--- src/hw/rtl/assert_macros.svh ---
// Assertion helpers included by the scheduler RTL.
`ifndef ASSERT_MACROS_SVH
`define ASSERT_MACROS_SVH

// Check a property on every clock edge outside reset.
`define PTRS_ASSERT(lbl, prop, msg) \
    lbl: assert property (@(posedge i_clk) disable iff (!i_rst_n) prop) else $error(msg);

// Check a property on every clock edge, reset included.
`define PTRS_ASSERT_ALWAYS(lbl, prop, msg) \
    lbl: assert property (@(posedge i_clk) prop) else $error(msg);

`endif

--- src/hw/rtl/ptrs_pkg.sv ---
package ptrs_pkg;

    localparam int TASK_SLOTS_DEF = 8;
    localparam int RESULT_CAP     = 8;
    localparam int EMIT_W         = 4;
    localparam int TICK_W         = 8;
    localparam int PERIOD_W       = 16;
    localparam int STEP_W         = 3;
    localparam logic [7:0] OPT_RESET = 8'd4;

    typedef enum logic [1:0] {
        FUNC_CREATE = 2'd0,
        FUNC_DELETE = 2'd1,
        FUNC_TICK   = 2'd2,
        FUNC_NONE   = 2'd3
    } t_func;

    typedef enum logic [1:0] {
        ST_DONE      = 2'd0,
        ST_FULL      = 2'd1,
        ST_NOT_FOUND = 2'd2
    } t_status;

    localparam logic KIND_STATUS  = 1'b0;
    localparam logic KIND_RELEASE = 1'b1;

    typedef enum logic [3:0] {
        S_IDLE,
        S_DEL_RD,
        S_DEL_CHK,
        S_REPLY,
        S_TCK_RD,
        S_TCK_MOD,
        S_TCK_WAIT,
        S_SEL_RD,
        S_SEL_CHK,
        S_EMIT
    } t_state;

    // One task table entry, valid bit kept apart in flops
    typedef struct packed {
        logic [7:0]          prio;
        logic [PERIOD_W-1:0] period;
        logic [7:0]          handle;
    } t_entry;

    // Result of the divisibility check
    typedef struct packed {
        logic done;
        logic divides;
    } t_mod_res;

endpackage

--- src/hw/rtl/ptrs_mod_unit.sv ---
module ptrs_mod_unit (
    input  logic                          i_clk,
    input  logic                          i_rst_n,
    input  logic                          i_start,
    input  logic [ptrs_pkg::TICK_W-1:0]   i_dividend,
    input  logic [ptrs_pkg::PERIOD_W-1:0] i_divisor,
    output ptrs_pkg::t_mod_res            o_res
);
    import ptrs_pkg::*;

    logic                r_busy;
    logic                r_done;
    logic [STEP_W-1:0]   r_step;
    logic [TICK_W-1:0]   r_dvd;
    logic [PERIOD_W-1:0] r_div;
    logic [TICK_W-1:0]   r_rem;

    logic [TICK_W:0]     w_trial;
    logic                w_ge;
    logic [PERIOD_W-1:0] w_diff;

    // Restoring remainder step: one dividend bit per cycle
    always_comb begin
        w_trial = {r_rem, r_dvd[TICK_W-1]};
        w_ge    = {{(PERIOD_W-TICK_W-1){1'b0}}, w_trial} >= r_div;
        w_diff  = {{(PERIOD_W-TICK_W-1){1'b0}}, w_trial} - r_div;
    end

    // Control
    always_ff @(posedge i_clk) begin
        if (!i_rst_n) begin
            r_busy <= 1'b0;
            r_done <= 1'b0;
            r_step <= '0;
        end else begin
            r_done <= 1'b0;
            if (i_start) begin
                r_busy <= 1'b1;
                r_step <= '0;
            end else if (r_busy) begin
                r_step <= r_step + STEP_W'(1);
                if (r_step == STEP_W'(TICK_W - 1)) begin
                    r_busy <= 1'b0;
                    r_done <= 1'b1;
                end
            end
        end
    end

    // Datapath
    always_ff @(posedge i_clk) begin
        if (i_start) begin
            r_dvd <= i_dividend;
            r_div <= i_divisor;
            r_rem <= '0;
        end else if (r_busy) begin
            r_dvd <= {r_dvd[TICK_W-2:0], 1'b0};
            r_rem <= w_ge ? w_diff[TICK_W-1:0] : w_trial[TICK_W-1:0];
        end
    end

    assign o_res.done    = r_done;
    assign o_res.divides = (r_rem == '0);

endmodule

--- src/hw/rtl/periodic_task_release_scheduler_unit.sv ---
// Periodic task release scheduler. Items on the slave stream carry a function code in
// tuser (create, delete, timer overflow). Create and delete return one status item.
// A timer overflow advances the prescaler; on a tick the 8-bit tick count advances and
// every valid task whose nonzero period divides it is released, lowest priority first,
// ties to the lower slot, at most 8 per tick, the final one marked with tlast. One item
// is processed at a time through a single-port task memory. A create goes straight to
// its reply; a delete reads and checks each slot, then replies; an overflow without a
// tick returns to idle; a tick reads each slot through the remainder unit, then makes
// one selection pass over all slots per release, held by any output stall. No clearing pass after reset.
module periodic_task_release_scheduler_unit #(
    parameter int TASK_SLOTS = ptrs_pkg::TASK_SLOTS_DEF
) (
    input  logic        i_clk,
    input  logic        i_rst_n,
    input  logic        i_cfg_wen,
    input  logic [7:0]  i_cfg_wdata,      // overflows_per_tick
    input  logic        s_axis_tvalid,
    output logic        s_axis_tready,
    input  logic [31:0] s_axis_tdata,     // task_handle[7:0], period[23:8], priority_req[31:24]
    input  logic [1:0]  s_axis_tuser,     // func[1:0]
    output logic        m_axis_tvalid,
    input  logic        m_axis_tready,
    output logic [15:0] m_axis_tdata,     // released_handle[7:0], status[9:8], zero[15:10]
    output logic [0:0]  m_axis_tuser,     // kind[0]
    output logic        m_axis_tlast
);
    import ptrs_pkg::*;

    localparam int IW = (TASK_SLOTS > 1) ? $clog2(TASK_SLOTS) : 1;
    localparam int CW = $clog2(TASK_SLOTS + 1);

    t_state              r_state, n_state;
    t_entry              r_mem [TASK_SLOTS];
    t_entry              r_rd;
    logic [TASK_SLOTS-1:0] r_valid;
    logic [TASK_SLOTS-1:0] r_due;
    logic [CW-1:0]       r_next_slot;
    logic [CW-1:0]       r_due_cnt;
    logic [IW-1:0]       r_idx;
    logic [EMIT_W-1:0]   r_emit;
    logic [7:0]          r_opt;
    logic [7:0]          r_ovf;
    logic [TICK_W-1:0]   r_tick;
    logic [7:0]          r_hd;
    logic                r_found;
    logic [IW-1:0]       r_best;
    logic                r_best_ok;
    logic [7:0]          r_best_prio;
    logic [7:0]          r_best_hd;
    t_status             r_reply;

    logic                r_m_valid;
    logic                r_m_kind;
    logic [7:0]          r_m_handle;
    t_status             r_m_status;
    logic                r_m_last;

    t_func               w_func;
    logic                w_accept;
    logic                w_out_free;
    logic                w_idx_last;
    logic [7:0]          w_ovf_inc;
    logic                w_tick;
    logic                w_due_now;
    logic                w_match;
    logic                w_better;
    logic [7:0]          w_cnt_w;
    logic [EMIT_W-1:0]   w_total;
    logic                w_rel_last;
    logic                w_rd_en;
    logic                w_mod_start;
    logic                w_load_reply;
    logic                w_load_rel;
    t_mod_res            w_mod;

    ptrs_mod_unit u_mod (
        .i_clk      (i_clk),
        .i_rst_n    (i_rst_n),
        .i_start    (w_mod_start),
        .i_dividend (r_tick),
        .i_divisor  (r_rd.period),
        .o_res      (w_mod)
    );

    // Decode and status terms
    always_comb begin
        w_func     = t_func'(s_axis_tuser);
        w_accept   = s_axis_tvalid && s_axis_tready;
        w_out_free = !r_m_valid || m_axis_tready;
        w_idx_last = (r_idx == IW'(TASK_SLOTS - 1));
        w_ovf_inc  = r_ovf + 8'd1;
        w_tick     = !(w_ovf_inc < r_opt);
        w_due_now  = r_valid[r_idx] && (r_rd.period != '0) && w_mod.divides;
        w_match    = r_valid[r_idx] && (r_rd.handle == r_hd);
        w_better   = r_due[r_idx] && (!r_best_ok || (r_rd.prio < r_best_prio));
        w_cnt_w    = 8'(r_due_cnt);
        w_total    = (w_cnt_w >= 8'(RESULT_CAP)) ? EMIT_W'(RESULT_CAP) : w_cnt_w[EMIT_W-1:0];
        w_rel_last = (r_emit == (w_total - EMIT_W'(1)));
    end

    // Next state
    always_comb begin
        n_state = r_state;
        unique case (r_state)
            S_IDLE: begin
                if (w_accept) begin
                    case (w_func)
                        FUNC_CREATE: n_state = S_REPLY;
                        FUNC_DELETE: n_state = S_DEL_RD;
                        FUNC_TICK:   n_state = w_tick ? S_TCK_RD : S_IDLE;
                        default:     n_state = S_IDLE;
                    endcase
                end
            end
            S_DEL_RD:   n_state = S_DEL_CHK;
            S_DEL_CHK:  n_state = w_idx_last ? S_REPLY : S_DEL_RD;
            S_REPLY:    n_state = w_out_free ? S_IDLE : S_REPLY;
            S_TCK_RD:   n_state = S_TCK_MOD;
            S_TCK_MOD:  n_state = S_TCK_WAIT;
            S_TCK_WAIT: begin
                if (w_mod.done) begin
                    if (!w_idx_last) begin
                        n_state = S_TCK_RD;
                    end else if (r_due_cnt == '0 && !w_due_now) begin
                        n_state = S_IDLE;
                    end else begin
                        n_state = S_SEL_RD;
                    end
                end
            end
            S_SEL_RD:   n_state = S_SEL_CHK;
            S_SEL_CHK:  n_state = w_idx_last ? S_EMIT : S_SEL_RD;
            S_EMIT: begin
                if (w_out_free) begin
                    n_state = w_rel_last ? S_IDLE : S_SEL_RD;
                end
            end
            default:    n_state = S_IDLE;
        endcase
    end

    // State outputs
    always_comb begin
        s_axis_tready = 1'b0;
        w_rd_en       = 1'b0;
        w_mod_start   = 1'b0;
        w_load_reply  = 1'b0;
        w_load_rel    = 1'b0;
        unique case (r_state)
            S_IDLE:    s_axis_tready = 1'b1;
            S_DEL_RD,
            S_TCK_RD,
            S_SEL_RD:  w_rd_en = 1'b1;
            S_TCK_MOD: w_mod_start = 1'b1;
            S_REPLY:   w_load_reply = w_out_free;
            S_EMIT:    w_load_rel = w_out_free;
            default: begin
            end
        endcase
    end

    always_ff @(posedge i_clk) begin
        if (!i_rst_n) begin
            r_state <= S_IDLE;
        end else begin
            r_state <= n_state;
        end
    end

    // Task memory: write on create, one registered read port
    always_ff @(posedge i_clk) begin
        if (w_accept && w_func == FUNC_CREATE && r_next_slot < CW'(TASK_SLOTS)) begin
            r_mem[r_next_slot[IW-1:0]] <= t_entry'{prio:   s_axis_tdata[31:24],
                                                   period: s_axis_tdata[23:8],
                                                   handle: s_axis_tdata[7:0]};
        end
        if (w_rd_en) begin
            r_rd <= r_mem[r_idx];
        end
    end

    // Control state
    always_ff @(posedge i_clk) begin
        if (!i_rst_n) begin
            r_valid     <= '0;
            r_due       <= '0;
            r_next_slot <= '0;
            r_ovf       <= '0;
            r_tick      <= '0;
            r_opt       <= OPT_RESET;
            r_idx       <= '0;
            r_due_cnt   <= '0;
            r_emit      <= '0;
            r_found     <= 1'b0;
            r_best_ok   <= 1'b0;
        end else begin
            if (i_cfg_wen) begin
                r_opt <= i_cfg_wdata;
            end
            unique case (r_state)
                S_IDLE: begin
                    r_idx <= '0;
                    if (w_accept) begin
                        case (w_func)
                            FUNC_CREATE: begin
                                if (r_next_slot < CW'(TASK_SLOTS)) begin
                                    r_valid[r_next_slot[IW-1:0]] <= 1'b1;
                                    r_next_slot <= r_next_slot + CW'(1);
                                end
                            end
                            FUNC_DELETE: r_found <= 1'b0;
                            FUNC_TICK: begin
                                if (w_tick) begin
                                    r_ovf     <= '0;
                                    r_tick    <= r_tick + TICK_W'(1);
                                    r_due_cnt <= '0;
                                    r_emit    <= '0;
                                    r_due     <= '0;
                                end else begin
                                    r_ovf <= w_ovf_inc;
                                end
                            end
                            default: begin
                            end
                        endcase
                    end
                end
                S_DEL_CHK: begin
                    if (w_match) begin
                        r_valid[r_idx] <= 1'b0;
                        r_found        <= 1'b1;
                    end
                    r_idx <= w_idx_last ? '0 : r_idx + IW'(1);
                end
                S_TCK_WAIT: begin
                    if (w_mod.done) begin
                        r_due[r_idx] <= w_due_now;
                        r_due_cnt    <= r_due_cnt + CW'(w_due_now);
                        r_idx        <= w_idx_last ? '0 : r_idx + IW'(1);
                        r_best_ok    <= 1'b0;
                    end
                end
                S_SEL_CHK: begin
                    if (w_better) begin
                        r_best_ok <= 1'b1;
                    end
                    r_idx <= w_idx_last ? '0 : r_idx + IW'(1);
                end
                S_EMIT: begin
                    if (w_out_free) begin
                        r_due[r_best] <= 1'b0;
                        r_emit        <= r_emit + EMIT_W'(1);
                        r_best_ok     <= 1'b0;
                        r_idx         <= '0;
                    end
                end
                default: begin
                end
            endcase
        end
    end

    // Held payload for the current item
    always_ff @(posedge i_clk) begin
        if (w_accept) begin
            r_hd    <= s_axis_tdata[7:0];
            r_reply <= (r_next_slot < CW'(TASK_SLOTS)) ? ST_DONE : ST_FULL;
        end
        if (r_state == S_DEL_CHK && w_idx_last) begin
            r_reply <= (r_found || w_match) ? ST_DONE : ST_NOT_FOUND;
        end
        if (r_state == S_SEL_CHK && w_better) begin
            r_best      <= r_idx;
            r_best_prio <= r_rd.prio;
            r_best_hd   <= r_rd.handle;
        end
    end

    // Output register
    always_ff @(posedge i_clk) begin
        if (!i_rst_n) begin
            r_m_valid <= 1'b0;
        end else if (w_load_reply || w_load_rel) begin
            r_m_valid <= 1'b1;
        end else if (m_axis_tready) begin
            r_m_valid <= 1'b0;
        end
    end

    always_ff @(posedge i_clk) begin
        if (w_load_reply) begin
            r_m_kind   <= KIND_STATUS;
            r_m_handle <= '0;
            r_m_status <= r_reply;
            r_m_last   <= 1'b1;
        end else if (w_load_rel) begin
            r_m_kind   <= KIND_RELEASE;
            r_m_handle <= r_best_hd;
            r_m_status <= ST_DONE;
            r_m_last   <= w_rel_last;
        end
    end

    assign m_axis_tvalid   = r_m_valid;
    assign m_axis_tdata    = {6'b0, r_m_status, r_m_handle};
    assign m_axis_tuser[0] = r_m_kind;
    assign m_axis_tlast    = r_m_last;

    `include "assert_macros.svh"

    `PTRS_ASSERT(a_slot_bound, r_next_slot <= CW'(TASK_SLOTS), "slot counter past table size")
    `PTRS_ASSERT(a_emit_bound, r_emit <= EMIT_W'(RESULT_CAP), "too many releases in one tick")
    `PTRS_ASSERT(a_create_adv, (w_accept && w_func == FUNC_CREATE && r_next_slot < CW'(TASK_SLOTS)) |=> (r_next_slot == $past(r_next_slot) + CW'(1)), "create did not advance slot")
    `PTRS_ASSERT(a_emit_has_best, (r_state == S_EMIT) |-> r_best_ok, "release with no selected task")

endmodule

--- config.mk ---
export PLATFORM = sky130hd
export DESIGN_NAME = periodic_task_release_scheduler_unit
export DESIGN_NICKNAME = d
export VERILOG_FILES = /design/src/hw/rtl/ptrs_pkg.sv /design/src/hw/rtl/ptrs_mod_unit.sv /design/src/hw/rtl/periodic_task_release_scheduler_unit.sv
export VERILOG_INCLUDE_DIRS = /design/src /design/src/hw/rtl
export SDC_FILE = /design/constraint.sdc
export NUM_CORES = 1
export LEC_CHECK = 0
export BUFFER_PORTS_ARGS = -buffer_cell sky130_fd_sc_hd__buf_4
export CORE_MARGIN = 8
export CORE_UTILIZATION = 45
export DETAILED_ROUTE_END_ITERATION = 8
export GPL_TIMING_DRIVEN = 0
export SLEW_MARGIN = 20
export SYNTH_ARGS = -nofsm -noshare
export SYNTH_HDL_FRONTEND = slang
export SYNTH_SLANG_ARGS = --single-unit
--- constraint.sdc ---
create_clock -name i_clk -period 4.1 [get_ports i_clk]
set_clock_uncertainty 0.05 [all_clocks]
set_input_delay 0.205 -clock i_clk [delete_from_list [all_inputs] [get_ports i_clk]]
set_output_delay 0.205 -clock i_clk [all_outputs]
set_load 0.1 [all_outputs]
After elaboration in Yosys (flattened, before gate mapping)
Memories as Yosys holds them, arrays and structs flattened. A register that Yosys moved wholly into a read port is not among the register bits.
Cells that the tools add are included.
Widths: inputs -> output; s select.

storage, ports and cells
  flip-flop bits (word level) = 140
  bits in latches = 0
  bits in writable memories = 256
  bits in read-only memories = 0
  input port bits = 47
  logic and storage cells = 209
  memories kept = 1

memory list
  name   words  width  rd ports  clocked after Yosys merged registers in  write ports  RTL line                                    text
  r_mem  8      32     1         1                                        1            periodic_task_release_scheduler_unit.sv:33  t_entry r_mem [TASK_SLOTS];

operators by class
  $add $sub $neg = 9
  $mul = 0
  divide/modulo/power cells = 0
  magnitude comparators = 11
  equal/unequal tests = 25
  shift-type cells = 0
  mux-type cells = 77
  bitwise gates (word level) = 8
  reductions and logical operators = 50

operators with widths
  cell                 count
  $mux 8               13
  $mux 4               10
  $pmux 4 s10          1
  $mux 1               25
  $pmux 8 s3           1
  $mux 3               7
  $add 8x1->8 const B  2
  $and 8x8->8          2
  $eq 4x3->1 const B   4
  $ge 9x16->1          1
  $lt 8x8->1           2
  $ne 2x2->1 const B   8
  $not 8->8            2
  $pmux 4 s2           2
  $pmux 8 s2           1
  $reduce_and 4->1     4
  $reduce_bool 16->1   1
  $reduce_and 5->1     3
  $mux 2               7
  $reduce_bool 2->1    7
  $logic_and 1x1->1    13
  $lt 3x4->1 const B   3
  $pmux 3 s4           1
  $demux 1 s3          3
  35 further kinds     57

Depth between registers and ports, before layout
  depth in word-level cells = 10
  mapped depth = 13
  depth with buffers taken out = 12

Cells and area by module
A second synthesis with hierarchy kept.

unflattened totals
  cells, all modules = 1,199
  area total of the unflattened synthesis = 17,130.2 um^2

by module, submodules not included
  module                                instances  cells each  area an instance (um^2)
  periodic_task_release_scheduler_unit  1          1,043       15,264.6
  ptrs_mod_unit                         1          156         1,865.5

Worst setup path after synthesis
No wires, ideal clock.

  path type = register -> register
  from = reg r_state[3]
  to = mem r_mem[0][0] in the netlist's numbering, enable pin
  library setup time = 0.461 ns
  data arrival time = 4.657 ns
  slack = -1.067 ns
  stages on the path, launching flop included = 8
  cells stage by stage = dfxtp_1 > or4_1 > buf_2 > inv_1 > nand2_1 > nor4_4 > nand2b_1 > nor3_1

between the ends
  longest elaborated chain between the ends = 7

RTL lines
  element                          RTL line                                     text
  start: declaration               periodic_task_release_scheduler_unit.sv:32   t_state r_state, n_state;
  start signal: assignment         periodic_task_release_scheduler_unit.sv:166  r_state <= n_state;
  $logic_not 4->1                  periodic_task_release_scheduler_unit.sv:149  unique case (r_state)
  $mux 1                           periodic_task_release_scheduler_unit.sv:149
  via s_axis_tready                periodic_task_release_scheduler_unit.sv:18   output logic s_axis_tready,
  $logic_and 1x1->1                periodic_task_release_scheduler_unit.sv:88   w_accept = s_axis_tvalid && s_axis_tready;
  $logic_and 1x1->1 (2 in series)  periodic_task_release_scheduler_unit.sv:172  if (w_accept && w_func == FUNC_CREATE && r_next_slot < CW'(TASK_SLOTS)) begin
  $mux 1                           periodic_task_release_scheduler_unit.sv:172
  $mux 1 (implied by the code)     periodic_task_release_scheduler_unit.sv:173  r_mem[r_next_slot[IW-1:0]] <= t_entry'{prio: s_axis_tdata[31:24],
  end: declaration                 periodic_task_release_scheduler_unit.sv:33

The timed path passes the listed nets, and every way through them passes these cells.

==> summary.txt <==
Clocking
  • Hold Buf Count CTS: 44
  • Clock Root Buffer: clkbuf_16
  • Clock insertion delay at the later pin of the skew report: a little under 0.6 ns
  • CTS Sinks: 428
  • CTS H-Tree Depth: 2
  • Clock buffer depth: 3
  • CTS tree: done
  • CTS Buf Count: 45
  • Clock-pin slew on the worst setup and hold paths: 0.06 ns
  • Setup bufs post-CTS: 0
  • Post-CTS sizing: 0

Final layout
  • Share of cells above drive strength 1: about an eighth
  • Antenna cells: 0
  • Area growth syn-to-layout: 20.24%
  • # fillers: just over 3,000
  • Fin nets: roughly 1,500
  • Fin area: just over 20,000 sq um

Power
  • Switching Power: 2.040 mW
  • Seq pwr share: a little over half
  • Overall power: between 9 and 10 mW
  • P_int: around 7.2 mW
  • Switching share of total power: 22.07%
  • Peak supply drop: 0.0003375 V
  • Clock share of power: 42.7%
  • PwrDens: roughly 450 nW/um^2
  • Leak Pwr: a little over 7 nW
  • Comb power frac: between 5 and 6%

STA
  • Fin Hold WS: about 0.11 ns
  • Worst slew pin tran: 0.9958 ns
  • Max Freq: 0.2678 GHz
  • Hold Vio Cnt, Final: 0
  • RSZ-0062 raised after global routing: false
  • Final setup violation count: 0
  • Final worst path period share: about nine tenths
  • Slew HR: between 30% and 40%
  • Max-slew violations: 0
  • Min cycle time layout: 3.734 ns

Yosys
  • Post-Synth XOR/XNOR Area: 2.101%
  • #FFs+latches synth: 428
  • Async set-reset flop share out of synthesis: 0%
  • Simple-gate share of the synthesized area: under 10%
  • Top FF cell, synth: edfxtp_1
  • Compound-Gate Fraction of Synth Area: between 10% and 20%
  • Most numerous cell in the Yosys netlist: edfxtp_1
  • Top cells by count, synth: edfxtp_1, a22oi_1, dfxtp_1, nor2_1, clkbuf_1
  • Cells after synthesis: 1,202
  • Multiplexer area fraction after synthesis: about 2.7%
  • Syn Area/Cell: approximately 14 sq um
  • Post-synthesis sequential area ratio: a little over two thirds
  • Synthesized area: around 17,000 sq um
  • Main combinational cell family by area after synthesis: compound AO/OA/AOI/OAI gates
  • Ranking of synthesized cells by area: edfxtp_1, dfxtp_1, a22oi_1, ha_1, mux2i_1
  • Syn. warnings: 0
  • Adder-Cell Fraction of Synth Area: 2.606%
  • Share of the synthesized area in the top cell type: 60.25%
  • EDFF count, synth: approximately 340
  • Cell taking the most area after synthesis: edfxtp_1
  • Count of cell types in the netlist: 63

Critical path
  • Crit Path Class: reg -> reg
  • Startpoint types: flop
  • CP max FO: 10
  • Critical Path RT: about 4.4 ns
  • CP endpoint kind: flop
  • Data arrival, critical path: 4.00 ns

Drt
  • Vias per cell: between 5 and 6
  • Vias: ~11,000
  • WL final: between 40,000 and 50,000 um
  • Routed len/inst: between 20 and 25 um
  • Router iterations before antenna repair: 5
  • Final ANT Viol Nets: 0
  • DRC violations left: 0
  • Initial drt markers: 837

Place
  • Hpwl dp: 27,890 um
  • Placer Congestion: 0.9061
  • Post-DP Area: around 19,000 sq um
  • PortBufs: between 50 and 60

Floorplanning
  • Die Area: around 44,000 sq um
  • DIE WIDTH: 210.9 um
  • Core ar.: between 30,000 and 40,000 sq um
  • Die Ht: 210.9 um
  • FP Rows: between 70 and 80
  • I/O pin cnt: between 60 and 70
  • Initial core utilization: about 45%

Status
  • Status: completed

Global routing
  • Vias in the first global route: 10,662
  • Largest net degree at the start of global routing: 26
  • Tot GR Track Use: 18.97%
  • Overflow after GRT: 0
  • First-pass GRT wire length: roughly 65,000 um
  • Initial antenna violation count: 1

Run
  • Max Cap Viol: 0

Min path
  • HP Class: in -> reg
[logic make-up (layout without fill, tap and decap cells)]
group | after synthesis | after routing
adders and majority gates | 35 | 35
DFF | 428 | 428
buffers and inverters | 100 | 304
muxes | 44 | 44
other | 1 | 6
AOI/OAI and AO/OA | 268 | 268
and+or+nand+nor | 285 | 285
xor gates and xnor gates | 41 | 41
[area by class of cell]
class | instances | area [sq um] | area share, %
tap | 511 | 639.4 | 3.111
clock buffer | 62 | 1200 | 5.838
multi-input combinational | 679 | 4782 | 23.27
inverter | 35 | 131.4 | 0.6392
timing repair buffer | 120 | 1290 | 6.276
buffer | 65 | 281.5 | 1.370
sequential | 428 | 12000 | 58.39
clock inverter | 22 | 227.7 | 1.108
[metrics by stage]
step | std cells | util, % | TNS, ns | worst slack (ns)
after floorplan | 1207 | - | -37.87 | -0.2129
after global placement | 1776 | 48.43 | -274.80 | -1.327
after detailed placement | 1794 | 49.72 | 0 | 0.3670
after CTS | 1922 | 54.69 | 0 | 0.3790
after global routing | 1922 | 54.70 | 0 | 0.1894
final | 1922 | 54.70 | 0 | 0.3662
[power groups by stage]
stage,sequential [mW],combinational [mW],clock [mW]
CTS,4.80,0.501,4.02
global placement,4.90,0.441,0
finish,4.80,0.497,3.94
floorplan,4.91,0.251,0
detailed placement,4.89,0.466,0
global route,4.81,0.544,4.20
[final timing paths]
check | start | end | slack [ns] | cells after the start
min reg2reg | r_rd[8] | u_mod.r_div[0] | 0.40 | 0
max reg2reg | r_idx[2] | r_rd[21] | 0.37 | 7
min | i_rst_n | r_state[2] | 0.11 | 3
max | r_idx[2] | r_rd[21] | 0.37 | 7
[layout by cell type, fill, tap and decap left out, types with 11 or more instances in the layout]
master / n
edfxtp_1: 343
dfxtp_1: 85
buf_16: 11
clkbuf_1: 66
a22oi_1: 97
nor2_1: 72
inv_1: 35
a22o_1: 18
ha_1: 34
mux2i_1: 30
clkbuf_16: 45
a21oi_1: 22
xnor2_1: 28
xor2_1: 13
and2_1: 18
mux2_2: 14
nand2_1: 46
nand2b_1: 18
nor3_1: 14
o211ai_1: 13
nand3_1: 23
nor2b_1: 24
o21ai_0: 23
dlygate4sd3_1: 44
buf_4: 65
nand4_1: 26
[worst max-delay path, cell delays in order, from the launching register on]
cell	delay [ns]
dfxtp_1	0.49
clkbuf_1	0.42
and3_1	0.29
clkbuf_1	0.32
clkbuf_1	0.69
buf_1	0.81
a22oi_1	0.14
o221ai_1	0.24
[routing by layer]
metal	up-vias	part of all wire, %	GRT usage [%]
met3	67	6.9	3.383
met4	2	2.7	6.588
li1	4985	-	-
met1	5236	43	25.35
met2	361	47	30.95
met5	-	0.019	0
[registers in the layout, indices dropped and copies added (netlist names), 8 cells and up]
name and cells:
r_hd 8, r_opt 8, r_ovf 8, u_mod.r_div 16, r_m_handle 8, r_mem 256, u_mod.r_dvd 8, r_due 8
u_mod.r_rem 8, r_valid 8, r_best_prio 8, r_rd 32, r_best_hd 8, r_tick 8
Note: power is estimated with default switching activity, not from simulation.
